<file path="src/hw/rtl/crts_pkg.sv">
package crts_pkg;

  localparam int unsigned MaxCandDefault = 8;

  // item field widths
  localparam int OpW     = 2;
  localparam int CoordW  = 24;
  localparam int ModeW   = 2;
  localparam int StartW  = 4;
  localparam int DirW    = 16;
  localparam int CosW    = 17;
  localparam int DistW   = 50;
  localparam int IdxOutW = 3;

  // configuration port
  localparam int CfgIdxW  = 2;
  localparam int CfgDataW = 50;

  // datapath widths
  localparam int OffW   = CoordW + 1;   // candidate minus origin
  localparam int DotW   = 42;           // |dot| < 3 * 2^39
  localparam int DmagW  = DotW - 1;
  localparam int CcW    = 2 * CosW - 1; // cosine squared, up to 2^32
  localparam int ChunkW = 26;           // operand slice for wide products
  localparam int MulW   = ChunkW + 1;   // signed multiplier operand
  localparam int ProdW  = 2 * MulW;
  localparam int AccW   = 84;           // holds |dot|^2 - cos^2 * d2

  typedef enum logic [OpW-1:0] {
    OP_ORIGIN = 2'd0,
    OP_DIR    = 2'd1,
    OP_CAND   = 2'd2,
    OP_NONE   = 2'd3
  } op_e;

  typedef enum logic [ModeW-1:0] {
    MODE_FIRST      = 2'd0,
    MODE_FARTHEST   = 2'd1,
    MODE_NEAR_CONE  = 2'd2,
    MODE_NEAR_RANGE = 2'd3
  } mode_e;

  typedef enum logic [CfgIdxW-1:0] {
    CFG_MIN_DIST = 2'd0,
    CFG_MAX_DIST = 2'd1,
    CFG_CONE_COS = 2'd2
  } cfg_idx_e;

  typedef struct packed {
    logic [OpW-1:0]           op;
    logic signed [CoordW-1:0] coord_x;
    logic signed [CoordW-1:0] coord_y;
    logic signed [CoordW-1:0] coord_z;
    logic [ModeW-1:0]         query_mode;
    logic signed [StartW-1:0] start_after;
    logic                     last;
  } cand_item_t;

  typedef struct packed {
    logic               found;
    logic [IdxOutW-1:0] best_index;
    logic [DistW-1:0]   best_dist_sq;
  } result_item_t;

  typedef enum logic [1:0] {
    SH_0  = 2'd0,
    SH_26 = 2'd1,
    SH_27 = 2'd2,
    SH_52 = 2'd3
  } mac_shift_e;

  typedef struct packed {
    logic       en;
    logic       clear;
    logic       sub;
    mac_shift_e shift;
  } mac_ctl_t;

endpackage

</file>
<file path="src/hw/rtl/crts_stream_if.sv">
interface crts_stream_if #(
  parameter type T = logic
);
  logic valid;
  logic ready;
  T     payload;

  modport source (output valid, output payload, input ready);
  modport sink   (input valid, input payload, output ready);
endinterface

</file>
<file path="src/hw/rtl/crts_mac.sv">
module crts_mac import crts_pkg::*; (
  input  logic                   clk_i,
  input  mac_ctl_t               ctl_i,
  input  logic signed [MulW-1:0] a_i,
  input  logic signed [MulW-1:0] b_i,
  output logic signed [AccW-1:0] acc_o
);

  logic signed [ProdW-1:0] prod;
  logic signed [AccW-1:0]  prod_ext;
  logic signed [AccW-1:0]  term;
  logic signed [AccW-1:0]  base;
  logic signed [AccW-1:0]  acc_d;
  logic signed [AccW-1:0]  acc_q;

  assign prod     = a_i * b_i;
  assign prod_ext = AccW'(prod);

  always_comb begin
    case (ctl_i.shift)
      SH_0:    term = prod_ext;
      SH_26:   term = prod_ext <<< 26;
      SH_27:   term = prod_ext <<< 27;
      SH_52:   term = prod_ext <<< 52;
      default: term = prod_ext;
    endcase
    base  = ctl_i.clear ? '0 : acc_q;
    acc_d = ctl_i.sub ? (base - term) : (base + term);
  end

  always_ff @(posedge clk_i) begin
    if (ctl_i.en) begin
      acc_q <= acc_d;
    end
  end

  assign acc_o = acc_q;

endmodule

</file>
<file path="src/hw/rtl/cone_range_target_select.sv">
// Channel   Dir  Handshake      Payload
// cand_i    in   valid/ready    op, coord_x/y/z, query_mode, start_after, last
// result_o  out  valid/ready    found, best_index, best_dist_sq
// cfg       in   cfg_we_i only  cfg_idx_i, cfg_wdata_i (no read-back)
//
// Origin and direction items are taken in ST_IDLE. A candidate within the limit
// runs 15 sequencer steps on one shared 27x27 multiply-accumulate (three
// squares, three dot terms, cosine squared, seven wide partial products,
// decide); later candidates are dropped. A last candidate leads to ST_EMIT,
// which loads the result register. Asynchronous active-low reset; no clearing
// pass. A held output result stalls only ST_EMIT, which holds off new items.
module cone_range_target_select import crts_pkg::*; #(
  parameter int unsigned MAX_CANDIDATES = MaxCandDefault
) (
  input  logic                  clk_i,
  input  logic                  rst_ni,
  crts_stream_if.sink           cand_i,
  crts_stream_if.source         result_o,
  input  logic                  cfg_we_i,
  input  logic [CfgIdxW-1:0]    cfg_idx_i,
  input  logic [CfgDataW-1:0]   cfg_wdata_i
);

  localparam int CntW    = $clog2(MAX_CANDIDATES + 1);
  localparam int IdxW    = (MAX_CANDIDATES > 1) ? $clog2(MAX_CANDIDATES) : 1;
  localparam int IdxExtW = (IdxW > IdxOutW) ? IdxW : IdxOutW;

  typedef enum logic [2:0] {
    ST_IDLE = 3'b001,
    ST_CALC = 3'b010,
    ST_EMIT = 3'b100
  } state_e;

  typedef enum logic [3:0] {
    S_SQ_X, S_SQ_Y, S_SQ_Z,
    S_DOT_X, S_DOT_Y, S_DOT_Z,
    S_CC,
    S_DM_LL, S_DM_LH, S_DM_HH,
    S_CD_LL, S_CD_LH, S_CD_HL, S_CD_HH,
    S_DECIDE
  } step_e;

  function automatic logic signed [DirW-1:0] sat_dir(input logic signed [CoordW-1:0] v);
    logic signed [CoordW-1:0] hi;
    logic signed [CoordW-1:0] lo;
    hi = CoordW'(32'sd32767);
    lo = CoordW'(-32'sd32768);
    if (v > hi) begin
      return DirW'(hi);
    end else if (v < lo) begin
      return DirW'(lo);
    end
    return DirW'(v);
  endfunction

  // configuration
  logic [DistW-1:0]       min_dist_q, max_dist_q;
  logic signed [CosW-1:0] cone_cos_q;

  // query and scan state
  state_e                   state_q, state_d;
  step_e                    step_q, step_d;
  logic signed [CoordW-1:0] origin_q [3];
  logic signed [CoordW-1:0] origin_d [3];
  logic signed [DirW-1:0]   dir_q [3];
  logic signed [DirW-1:0]   dir_d [3];
  logic [ModeW-1:0]         mode_q, mode_d;
  logic signed [StartW-1:0] skip_q, skip_d;
  logic [CntW-1:0]          cnt_q, cnt_d;
  logic [IdxW-1:0]          best_idx_q, best_idx_d;
  logic [DistW-1:0]         best_dist_q, best_dist_d;
  logic                     have_best_q, have_best_d;
  logic                     out_valid_q, out_valid_d;

  // per-candidate working values
  logic signed [OffW-1:0] off_q [3];
  logic                   last_q;
  logic [DistW-1:0]       d2_q;
  logic                   dot_neg_q;
  logic [DmagW-1:0]       dmag_q;
  logic [CcW-1:0]         cc_q;
  result_item_t           out_item_q;

  logic                   in_acc;
  logic                   cnt_room;
  logic                   load_out;
  cand_item_t             in_item;

  mac_ctl_t               mac_ctl;
  logic signed [MulW-1:0] mac_a, mac_b;
  logic signed [AccW-1:0] acc;

  logic [DotW-1:0]        dot_w;
  logic [DmagW-1:0]       dmag_d;
  logic [CosW-1:0]        cmag;
  logic                   r_ge, r_le, c_ge0, c_le0, cone_ok, range_ok, elig, take;
  logic [IdxExtW-1:0]     idx_ext;

  assign in_item      = cand_i.payload;
  assign cand_i.ready = (state_q == ST_IDLE);
  assign in_acc       = cand_i.valid && cand_i.ready;
  assign cnt_room     = cnt_q < CntW'(MAX_CANDIDATES);

  assign cmag   = cone_cos_q[CosW-1] ? CosW'(-cone_cos_q) : cone_cos_q;
  assign dot_w  = acc[DotW-1:0];
  assign dmag_d = dot_w[DotW-1] ? DmagW'(-dot_w) : dot_w[DmagW-1:0];

  // shared multiply-accumulate sequencing
  always_comb begin
    mac_ctl = '{en: 1'b0, clear: 1'b0, sub: 1'b0, shift: SH_0};
    mac_a   = '0;
    mac_b   = '0;
    if (state_q == ST_CALC) begin
      mac_ctl.en = 1'b1;
      case (step_q)
        S_SQ_X: begin
          mac_ctl.clear = 1'b1;
          mac_a = MulW'(off_q[0]);
          mac_b = MulW'(off_q[0]);
        end
        S_SQ_Y: begin
          mac_a = MulW'(off_q[1]);
          mac_b = MulW'(off_q[1]);
        end
        S_SQ_Z: begin
          mac_a = MulW'(off_q[2]);
          mac_b = MulW'(off_q[2]);
        end
        S_DOT_X: begin
          mac_ctl.clear = 1'b1;
          mac_a = MulW'(dir_q[0]);
          mac_b = MulW'(off_q[0]);
        end
        S_DOT_Y: begin
          mac_a = MulW'(dir_q[1]);
          mac_b = MulW'(off_q[1]);
        end
        S_DOT_Z: begin
          mac_a = MulW'(dir_q[2]);
          mac_b = MulW'(off_q[2]);
        end
        S_CC: begin
          mac_ctl.clear = 1'b1;
          mac_a = MulW'(cmag);
          mac_b = MulW'(cmag);
        end
        S_DM_LL: begin
          mac_ctl.clear = 1'b1;
          mac_a = MulW'(dmag_q[ChunkW-1:0]);
          mac_b = MulW'(dmag_q[ChunkW-1:0]);
        end
        S_DM_LH: begin
          // cross term counted twice
          mac_ctl.shift = SH_27;
          mac_a = MulW'(dmag_q[ChunkW-1:0]);
          mac_b = MulW'(dmag_q[DmagW-1:ChunkW]);
        end
        S_DM_HH: begin
          mac_ctl.shift = SH_52;
          mac_a = MulW'(dmag_q[DmagW-1:ChunkW]);
          mac_b = MulW'(dmag_q[DmagW-1:ChunkW]);
        end
        S_CD_LL: begin
          mac_ctl.sub = 1'b1;
          mac_a = MulW'(cc_q[ChunkW-1:0]);
          mac_b = MulW'(d2_q[ChunkW-1:0]);
        end
        S_CD_LH: begin
          mac_ctl.sub   = 1'b1;
          mac_ctl.shift = SH_26;
          mac_a = MulW'(cc_q[ChunkW-1:0]);
          mac_b = MulW'(d2_q[DistW-1:ChunkW]);
        end
        S_CD_HL: begin
          mac_ctl.sub   = 1'b1;
          mac_ctl.shift = SH_26;
          mac_a = MulW'(cc_q[CcW-1:ChunkW]);
          mac_b = MulW'(d2_q[ChunkW-1:0]);
        end
        S_CD_HH: begin
          mac_ctl.sub   = 1'b1;
          mac_ctl.shift = SH_52;
          mac_a = MulW'(cc_q[CcW-1:ChunkW]);
          mac_b = MulW'(d2_q[DistW-1:ChunkW]);
        end
        default: mac_ctl.en = 1'b0;
      endcase
    end
  end

  crts_mac u_crts_mac (
    .clk_i (clk_i),
    .ctl_i (mac_ctl),
    .a_i   (mac_a),
    .b_i   (mac_b),
    .acc_o (acc)
  );

  // at S_DECIDE the accumulator holds |dot|^2 - cos^2 * d2
  always_comb begin
    r_ge     = !acc[AccW-1];
    r_le     = acc[AccW-1] || (acc == '0);
    c_ge0    = !cone_cos_q[CosW-1];
    c_le0    = cone_cos_q[CosW-1] || (cone_cos_q == '0);
    if (d2_q == '0) begin
      cone_ok = c_le0;  // zero offset: dot taken as zero
    end else if (c_ge0) begin
      cone_ok = !dot_neg_q && r_ge;
    end else begin
      cone_ok = !dot_neg_q || r_le;
    end
    range_ok = (d2_q >= min_dist_q) && (d2_q <= max_dist_q);
    elig     = range_ok && ((mode_q == MODE_NEAR_RANGE) || cone_ok);
    case (mode_q)
      MODE_FIRST:    take = elig && !have_best_q && ($signed({1'b0, cnt_q}) > skip_q);
      MODE_FARTHEST: take = elig && (d2_q > best_dist_q);
      default:       take = elig && (!have_best_q || (d2_q < best_dist_q));
    endcase
  end

  always_comb begin
    state_d     = state_q;
    step_d      = step_q;
    origin_d    = origin_q;
    dir_d       = dir_q;
    mode_d      = mode_q;
    skip_d      = skip_q;
    cnt_d       = cnt_q;
    best_idx_d  = best_idx_q;
    best_dist_d = best_dist_q;
    have_best_d = have_best_q;
    load_out    = 1'b0;

    unique case (state_q)
      ST_IDLE: begin
        if (in_acc) begin
          case (in_item.op)
            OP_ORIGIN: begin
              origin_d[0] = in_item.coord_x;
              origin_d[1] = in_item.coord_y;
              origin_d[2] = in_item.coord_z;
              mode_d      = in_item.query_mode;
              skip_d      = in_item.start_after;
              cnt_d       = '0;
              best_idx_d  = '0;
              best_dist_d = '0;
              have_best_d = 1'b0;
            end
            OP_DIR: begin
              dir_d[0] = sat_dir(in_item.coord_x);
              dir_d[1] = sat_dir(in_item.coord_y);
              dir_d[2] = sat_dir(in_item.coord_z);
            end
            OP_CAND: begin
              if (cnt_room) begin
                state_d = ST_CALC;
                step_d  = S_SQ_X;
              end else if (in_item.last) begin
                state_d = ST_EMIT;
              end
            end
            default: ;
          endcase
        end
      end
      ST_CALC: begin
        if (step_q == S_DECIDE) begin
          if (take) begin
            have_best_d = 1'b1;
            best_idx_d  = cnt_q[IdxW-1:0];
            best_dist_d = d2_q;
          end
          cnt_d   = cnt_q + CntW'(1);
          state_d = last_q ? ST_EMIT : ST_IDLE;
        end else begin
          step_d = step_e'(step_q + 4'd1);
        end
      end
      ST_EMIT: begin
        if (!out_valid_q || result_o.ready) begin
          load_out    = 1'b1;
          cnt_d       = '0;
          best_idx_d  = '0;
          best_dist_d = '0;
          have_best_d = 1'b0;
          state_d     = ST_IDLE;
        end
      end
      default: state_d = ST_IDLE;
    endcase

    out_valid_d = (out_valid_q && !result_o.ready) || load_out;
  end

  always_ff @(posedge clk_i or negedge rst_ni) begin
    if (!rst_ni) begin
      min_dist_q  <= '0;
      max_dist_q  <= '1;
      cone_cos_q  <= '0;
      state_q     <= ST_IDLE;
      step_q      <= S_SQ_X;
      origin_q    <= '{default: '0};
      dir_q       <= '{default: '0};
      mode_q      <= MODE_FIRST;
      skip_q      <= '1;
      cnt_q       <= '0;
      best_idx_q  <= '0;
      best_dist_q <= '0;
      have_best_q <= 1'b0;
      out_valid_q <= 1'b0;
    end else begin
      if (cfg_we_i) begin
        unique case (cfg_idx_i)
          CFG_MIN_DIST: min_dist_q <= cfg_wdata_i[DistW-1:0];
          CFG_MAX_DIST: max_dist_q <= cfg_wdata_i[DistW-1:0];
          CFG_CONE_COS: cone_cos_q <= cfg_wdata_i[CosW-1:0];
          default: ;
        endcase
      end
      state_q     <= state_d;
      step_q      <= step_d;
      origin_q    <= origin_d;
      dir_q       <= dir_d;
      mode_q      <= mode_d;
      skip_q      <= skip_d;
      cnt_q       <= cnt_d;
      best_idx_q  <= best_idx_d;
      best_dist_q <= best_dist_d;
      have_best_q <= have_best_d;
      out_valid_q <= out_valid_d;
    end
  end

  assign idx_ext = IdxExtW'(best_idx_q);

  always_ff @(posedge clk_i) begin
    if (in_acc && (in_item.op == OP_CAND)) begin
      off_q[0] <= OffW'(in_item.coord_x) - OffW'(origin_q[0]);
      off_q[1] <= OffW'(in_item.coord_y) - OffW'(origin_q[1]);
      off_q[2] <= OffW'(in_item.coord_z) - OffW'(origin_q[2]);
      last_q   <= in_item.last;
    end
    if (state_q == ST_CALC) begin
      if (step_q == S_DOT_X) begin
        d2_q <= acc[DistW-1:0];
      end
      if (step_q == S_CC) begin
        dot_neg_q <= dot_w[DotW-1];
        dmag_q    <= dmag_d;
      end
      if (step_q == S_DM_LL) begin
        cc_q <= acc[CcW-1:0];
      end
    end
    if (load_out) begin
      out_item_q.found        <= have_best_q;
      out_item_q.best_index   <= have_best_q ? idx_ext[IdxOutW-1:0] : '0;
      out_item_q.best_dist_sq <= have_best_q ? best_dist_q : '0;
    end
  end

  assign result_o.valid   = out_valid_q;
  assign result_o.payload = out_item_q;

endmodule

</file>
<file path="src/flat_wrapper.sv">
// flat-port wrapper written by rule: the top's interface ports become plain ports
module cone_range_target_select_flat import crts_pkg::*;
#(
  parameter int unsigned MAX_CANDIDATES = MaxCandDefault
)
  (clk_i, rst_ni, cfg_we_i, cfg_idx_i, cfg_wdata_i, cand_i_valid, cand_i_payload, cand_i_ready, result_o_valid, result_o_payload, result_o_ready);
  crts_stream_if #(.T(cand_item_t)) cand_i_i ();
  crts_stream_if #(.T(result_item_t)) result_o_i ();
  input  logic clk_i;
  input  logic rst_ni;
  input  logic cfg_we_i;
  input  logic [CfgIdxW-1:0] cfg_idx_i;
  input  logic [CfgDataW-1:0] cfg_wdata_i;
  input wire logic [$bits(cand_i_i.valid)-1:0] cand_i_valid;
  input wire logic [$bits(cand_i_i.payload)-1:0] cand_i_payload;
  output wire logic [$bits(cand_i_i.ready)-1:0] cand_i_ready;
  output wire logic [$bits(result_o_i.valid)-1:0] result_o_valid;
  output wire logic [$bits(result_o_i.payload)-1:0] result_o_payload;
  input wire logic [$bits(result_o_i.ready)-1:0] result_o_ready;
  assign cand_i_i.valid = cand_i_valid;
  assign cand_i_i.payload = cand_i_payload;
  assign cand_i_ready = cand_i_i.ready;
  assign result_o_valid = result_o_i.valid;
  assign result_o_payload = result_o_i.payload;
  assign result_o_i.ready = result_o_ready;
  cone_range_target_select #(.MAX_CANDIDATES(MAX_CANDIDATES)) u_core (.clk_i(clk_i), .rst_ni(rst_ni), .cand_i(cand_i_i), .result_o(result_o_i), .cfg_we_i(cfg_we_i), .cfg_idx_i(cfg_idx_i), .cfg_wdata_i(cfg_wdata_i));
endmodule
</file>
<file path="config.mk">
export PLATFORM = sky130hd
export DESIGN_NAME = cone_range_target_select_flat
export DESIGN_NICKNAME = d
export VERILOG_FILES = /design/src/hw/rtl/crts_pkg.sv /design/src/hw/rtl/crts_stream_if.sv /design/src/hw/rtl/crts_mac.sv /design/src/hw/rtl/cone_range_target_select.sv /design/src/flat_wrapper.sv
export SDC_FILE = /design/constraint.sdc
export NUM_CORES = 2
export LEC_CHECK = 0
export BUFFER_PORTS_ARGS = -buffer_cell sky130_fd_sc_hd__buf_4
export CAP_MARGIN = 20
export CORE_MARGIN = 1
export CORE_UTILIZATION = 32
export CTS_CLUSTER_DIAMETER = 30
export CTS_CLUSTER_SIZE = 30
export DETAILED_ROUTE_END_ITERATION = 10
export PLACE_DENSITY = 0.48
export SLEW_MARGIN = 20
export SYNTH_ARGS = -nofsm -noshare
export SYNTH_HDL_FRONTEND = slang
export SYNTH_SLANG_ARGS = --single-unit
</file>
<file path="constraint.sdc">
create_clock -name clk_i -period 16.3 [get_ports clk_i]
set_input_delay 0 -clock clk_i [delete_from_list [all_inputs] [get_ports clk_i]]
set_output_delay 0 -clock clk_i [all_outputs]
set_load 0.01 [all_outputs]
</file>
# After elaboration in Yosys (flattened, before gate mapping)

Memory sizes are Yosys's and may differ from the RTL's.
Index checks and enable logic that the tools add are counted.

Register bits: 573
Latch bits: 0
RAM bits: 75
ROM bits: 0
Logic and storage cells: 224
Memories: 1

Memories:

| name         | words | bits a word | read ports | clocked after memory_dff | write ports | line                           | RTL |
|---|---|---|---|---|---|---|---|
| u_core.off_q | 3     | 25          | 3          | 0                        | 3           | cone_range_target_select.sv:76 | `logic signed [OffW-1:0] off_q [3];` |

$add $sub $neg: 9
$mul: 1
Div/mod/pow operators: 0
$lt $le $gt $ge: 12
Equality and inequality tests: 35
Shifts and indexed selects: 0
Multiplexer cells: 81
Bitwise logic cells: 0
Reduce and logical (&&, ||, !) cells: 58

Operators by type and width:

| operator                                                                           | number |
|---|---|
| 84-bit case mux with 4 select lines                                                | 1 |
| 27-bit case mux with 11 select lines                                               | 1 |
| 50-bit 2-to-1 mux                                                                  | 5 |
| 27-bit case mux with 8 select lines                                                | 1 |
| 84-bit 2-to-1 mux                                                                  | 2 |
| 50-bit case mux with 3 select lines                                                | 1 |
| 16-bit 2-to-1 mux                                                                  | 9 |
| 84-bit adder                                                                       | 1 |
| 84-bit zero test                                                                   | 1 |
| 84-bit subtractor                                                                  | 1 |
| 24-bit by 24-bit subtractor with 25-bit output                                     | 3 |
| 24-bit by 16-bit greater-than comparator with 1-bit output (second input constant) | 3 |
| 24-bit by 16-bit less-than comparator with 1-bit output (second input constant)    | 3 |
| 27-bit by 27-bit multiplier with 54-bit output                                     | 1 |
| 27-bit 2-to-1 mux                                                                  | 2 |
| 50-bit greater-or-equal comparator                                                 | 1 |
| 50-bit greater-than comparator                                                     | 1 |
| 50-bit <= comparator                                                               | 1 |
| 50-bit zero test                                                                   | 1 |
| 50-bit less-than comparator                                                        | 1 |
| 41-bit 2-to-1 mux                                                                  | 1 |
| 41-bit negator                                                                     | 1 |
| 3-bit 2-to-1 mux                                                                   | 12 |
| 4-bit 2-to-1 mux                                                                   | 8 |
| 40 further kinds                                                                   | 134 |

# Logic depth before layout (Yosys ltp)

Word-level depth: 13
Depth in mapped cells: 59
Gate-level depth less buffers: 54

# By module

A second synthesis with hierarchy kept.

Cells, all modules: 7645
Area, all modules: 70776.6 sq um

By module, submodules not included:

| module                   | instances | cells each | area each (sq um) | sequential area each (sq um) |
|---|---|---|---|---|
| crts_mac                 | 1         | 4677       | 39325.2           | 2522.4 |
| cone_range_target_select | 1         | 2968       | 31451.4           | 15458.6 |

# Worst setup path before layout

No wires, ideal clock.

Path type: register to register
From: register u_core.step_q[0]
To: register u_core.u_crts_mac.acc_q[81], in the netlist u_core.u_crts_mac.acc_o[81] (data pin)
Arrival: 14.880 ns
Data required time: 16.030 ns
Slack: 1.150 ns
Stages on the path, launching flop included: 51
Buffers on the path: 5
Period minus slack after synthesis: 15.150 ns
Path through: dfrtp_1 -> inv_1 -> ha_1 -> clkbuf_1 -> nor2_1 -> a21oi_1 -> o31ai_1 -> inv_1 -> clkbuf_1 -> clkbuf_1 -> o21ai_1 -> nor2_1 -> fa_1 -> inv_1 -> fa_1 -> fa_1 -> inv_1 -> fa_1 -> [15 not listed] -> and4_1 -> and3_1 -> buf_6 -> and2_4 -> a21oi_1 -> xor2_1 -> ha_1 -> a21o_1 -> a21o_1 -> a21o_1 -> nand2b_1 -> a21oi_1 -> o21ai_0 -> a21o_1 -> or3_1 -> a211o_1 -> nand4_1 -> or3b_2

Longest elaborated chain between the ends: 8

Ends and longest elaborated chain:

| what                                                                   | line                            | RTL |
|---|---|---|
| from (decl)                                                            | cone_range_target_select.sv:62  | `step_e step_q, step_d;` |
| from (signal assigned)                                                 | cone_range_target_select.sv:321 | `step_q <= step_d;` |
| 4-bit == test (tied with other cells)                                  | cone_range_target_select.sv:115 | `case (step_q)` |
| 2-bit OR reduction (no source line)                                    | -                               |  |
| 27-bit case mux with 11 select lines (tied with other cells)           | cone_range_target_select.sv:115 |  |
| 27-bit 2-to-1 mux / 5-bit 2-to-1 mux (equally long branches)           | cone_range_target_select.sv:113 | `if (state_q == ST_CALC) begin` |
| 27-bit by 27-bit multiplier with 54-bit output (tied with other cells) | crts_mac.sv:16                  | `assign prod = a_i * b_i;` |
| 84-bit case mux with 4 select lines                                    | crts_mac.sv:20                  | `case (ctl_i.shift)` |
| 84-bit adder / 84-bit subtractor (equally long branches)               | crts_mac.sv:28                  | `acc_d = ctl_i.sub ? (base - term) : (base + term);` |
| 84-bit 2-to-1 mux *                                                    | crts_mac.sv:28                  |  |
| via u_core.u_crts_mac.acc_d[81]                                        | crts_mac.sv:13                  | `logic signed [AccW-1:0] acc_d;` |
| to (signal assigned)                                                   | crts_mac.sv:33                  | `acc_q <= acc_d;` |
| to (decl)                                                              | crts_mac.sv:14                  | `logic signed [AccW-1:0] acc_q;` |

The timed path passes the listed nets; every way through them passes the cells marked *.
A chain may end at the register's enable or synchronous reset.

# Worst setup path in the final report

From: register u_core.cone_cos_q[0]
To: register u_core.u_crts_mac.acc_q[77], in the netlist u_core.u_crts_mac.acc_o[77] (data pin)

Longest elaborated chain between the ends: 8

Ends and longest elaborated chain:

| what                                                                                               | line                            | RTL |
|---|---|---|
| from (decl)                                                                                        | cone_range_target_select.sv:58  | `logic signed [CosW-1:0] cone_cos_q;` |
| from (signal assigned)                                                                             | cone_range_target_select.sv:316 | `CFG_CONE_COS: cone_cos_q <= cfg_wdata_i[CosW-1:0];` |
| 17-bit negator                                                                                     | cone_range_target_select.sv:104 | `assign cmag = cone_cos_q[CosW-1] ? CosW'(-cone_cos_q) : cone_cos_q;` |
| 17-bit 2-to-1 mux *                                                                                | cone_range_target_select.sv:104 |  |
| 27-bit case mux with 11 select lines / 27-bit case mux with 8 select lines (equally long branches) | cone_range_target_select.sv:115 |  |
| 27-bit 2-to-1 mux                                                                                  | cone_range_target_select.sv:113 |  |
| 27-bit by 27-bit multiplier with 54-bit output *                                                   | crts_mac.sv:16                  |  |
| 84-bit case mux with 4 select lines *                                                              | crts_mac.sv:20                  |  |
| 84-bit adder / 84-bit subtractor (equally long branches)                                           | crts_mac.sv:28                  |  |
| 84-bit 2-to-1 mux *                                                                                | crts_mac.sv:28                  |  |
| via u_core.u_crts_mac.acc_d[77]                                                                    | crts_mac.sv:13                  |  |

Marked as above.

==> results_dict.tcl <==
set metrics [dict create \
    crit_fanout 9 \
    die-area_um2 219600 \
    clk_latency_ps 850 \
    initialDrtViolationCount 5935 \
    clockBufferDepth 3 \
    clkSinkCount 648 \
    cp.arrival_ps 16170 \
    setup_viol 0 \
    synthAdderAreaFrac_pct 30.53 \
    port_buffers 193 \
    drc_errors 0 \
    via_per_inst 5.340 \
    route.vias.total 59550 \
    htreeDepth 4 \
    crit_path_end_kind "flop" \
    synth_edf_count 339 \
    yosys-top-cells-area "fa_1 22%, edfxtp_1 15%, dfrtp_1 9.1%" \
    yosys.area.top_type "fa_1" \
    syn_to_final_growth_pct 22.30 \
    post-route-period-util_pct 95.91 \
    core_um2 215500 \
    rrSetupSlack_ps 670 \
    grt_usage_pct 25.38 \
    critical_path_class "flop to flop" \
    synth_nets 8948 \
    cap_violations 0 \
    p_per_area_nw_per_um2 91.51 \
    synth-seq-cells 648 \
    synth_most_common_cell "inv_1" \
    fin_worst_skew_ps 115.7 \
    die_width_um 468.6 \
    synth_top_cell_area_share_pct 21.98 \
    synth_xor_area_share_pct 3.657 \
    ant_nets 0 \
    nets 9520 \
    period_needed_ps 15630 \
    design_area_um2 85200 \
    grt_max_degree 100 \
    drtPass1Iterations 9 \
    gp_congestion 0.9702 \
    crit_cells 49 \
    clkTransAtPathRegs_ps 40 \
    ys_warn_count 0 \
    syn_area_per_cell_um2 9.204 \
    grt_pass1_wl_mm 411.2 \
    dp_slack_ps 883.7 \
    antenna_found_initial 11 \
    utilization_pct 39.54 \
    yosys-top-cells-count "1189 x inv_1, 869 x nand2_1, 765 x fa_1" \
    cpMaxStageDelayCell "a211oi_1" \
    critPathTopFamily "compound AO/OA/AOI/OAI gates" \
    num_io_pins 194 \
    synth_cell_types 105 \
    rows 170 \
    synth.cell_area_um2 69670 \
    hpwlAfterDp_mm 217.7 \
    multiInputGateArea_um2 46220 \
    async_reset_ff_share_pct 47.69 \
    hold_class "primary input to flop" \
    synth_top_family_by_area "adder cells" \
    p_leak_nw 37.18 \
    wl_mm 277.4 \
    syn_inst 7569 \
    overflow 0 \
    required_ps 16840 \
    crit_top_cell "fa_1" \
    dpl_cell_area_um2 75210 \
    synth_compound_area_share_pct 14.39 \
    peakVddDrop_v 0.0001004 \
    critPathLaunchType "flop" \
    start_util_pct 32.33 \
    timing.hold.ws_ps 46.93 \
    wl_per_cell_um 24.87 \
    yosysSeqAreaShare_pct 25.81 \
    grt_pass1_vias 60810 \
    worstMarginPinSlew_ps 1161 \
    tns_ps 0 \
    fin_ws_ps 666.9 \
    cp_num_buf_inv 7 \
    cts_tree "built" \
    die_h_um 468.6 \
    synth_mux_area_share_pct 2.522 \
    dp.cells 10470 \
    rr_worst_depth 49 \
    synth_flop_cell "edfxtp_1" \
    holdPathStages 4 \
    final_cells 11150 \
    cpPeakStageDelay_ps 640 \
    cts_root_buf "clkbuf_16" \
    fmax_mhz 63.97 \
    grt_setup_unrepaired "no" \
    yosys.area_share.simple_pct 14.80 \
    slew_violations 0 \
    seq_area_um2 17980 \
    final_layout_size_suffix_gt1_share_pct 12.37 \
    max_slew_margin_pct 22.62 \
    power_mw 7.797 \
    final_hold_viol_count 0 \
    cts_buffers 192 \
    nFillCells 21490 \
    outcome "complete, no violations" \
]
[where the power goes]
part           internal [mW]  switching (mW)
Clock                   2.62            1.20
Sequential              1.97           0.133
Combinational          0.776            1.10
Total                   5.37            2.43
[placed cells by master, fill, tap and decap left out, drive strengths merged, types with 87 or more instances in the layout]
cell,count
inv,1191
nand2,869
fa,765
ha,476
nor2,475
buf,398
a21oi,364
o21ai,357
edfxtp,339
dlygate4sd3,315
dfrtp,254
clkbuf,235
xnor2,203
and2,200
a21o,149
mux2,146
nor3,140
nand4,90
nand3,90
clkinv,88
xor2,87
[timing repair]
action	4_1_cts	5_1_grt
buffers inserted	0	0
hold buffers	316	0
endpoints found under the setup margin	0	2
endpoints found under the hold margin	498	0
gates resized for setup	0	7
[metal layers]
metal	global-route usage [%]	part of all wire (%)	up-vias
met5	0	0.0040	-
li1	-	-	26630
met4	9.334	4.1	2
met1	35.33	45	30080
met3	5.448	7.8	492
met2	38.49	43	2351
[worst reg2reg max path, delay by kind of cell, from the launching register on]
family / cells / cell delay, ps
AOI/OAI and AO/OA: 18 / 5730
adders and majority gates: 10 / 4540
and+or+nand+nor: 12 / 3370
buffers and inverters: 7 / 750
xor gates and xnor gates: 2 / 510
DFF: 1 / 450
[registers in the layout, summed over array words and instances, names as in the netlist, 3 cells and up]
signal	flops
u_core.step_q	4
u_core.skip_q	4
u_core.u_crts_mac.acc_o	84
u_core.best_dist_q	50
u_core.origin_q	72
u_core.off_q	75
u_core.max_dist_q	50
u_core.dmag_q	41
u_core.dir_q	48
u_core.best_idx_q	3
u_core.state_q	3
u_core.result_o.payload	54
u_core.cone_cos_q	17
u_core.cnt_q	4
u_core.min_dist_q	50
u_core.d2_q	50
u_core.cc_q	33
[final timing paths]
kind                                                       from                               endpoint
setup / recovery               u_core.cone_cos_q[0]$_DFFE_PN0P_  u_core.u_crts_mac.acc_o[77]$_DFFE_PP_
hold / removal                                   cfg_wdata_i[9]       u_core.min_dist_q[9]$_DFFE_PN0P_
setup reg to reg               u_core.cone_cos_q[0]$_DFFE_PN0P_  u_core.u_crts_mac.acc_o[77]$_DFFE_PP_
hold reg to reg            u_core.u_crts_mac.acc_o[5]$_DFFE_PP_               u_core.d2_q[5]$_DFFE_PP_
max in group asynchronous                                rst_ni        u_core.origin_q[54]$_DFFE_PN0P_
min in group asynchronous                                rst_ni      u_core.max_dist_q[48]$_DFFE_PN1P_
[kinds of logic (layout without fill, tap and decap cells)]
kind of cell	Yosys count	count (layout)
multiplexers	156	156
XOR/XNOR	290	290
buffers and inverters	1527	2270
AND/OR/NAND/NOR	2192	2192
other	0	2
AO/OA/AOI/OAI	1515	1515
flip-flops	648	648
adder cells (fa/ha/maj)	1241	1241
[cell type report]
class / count / share of cell area, %
multi-input combinational: 5394 / 54.25
sequential: 648 / 21.11
timing repair buffer: 713 / 7.278
clock buffer: 235 / 6.006
inverter: 1192 / 5.254
tap: 2838 / 4.168
clock inverter: 130 / 1.937
antenna: 2 / 0.005874
Power figures use the tool's default switching activity.
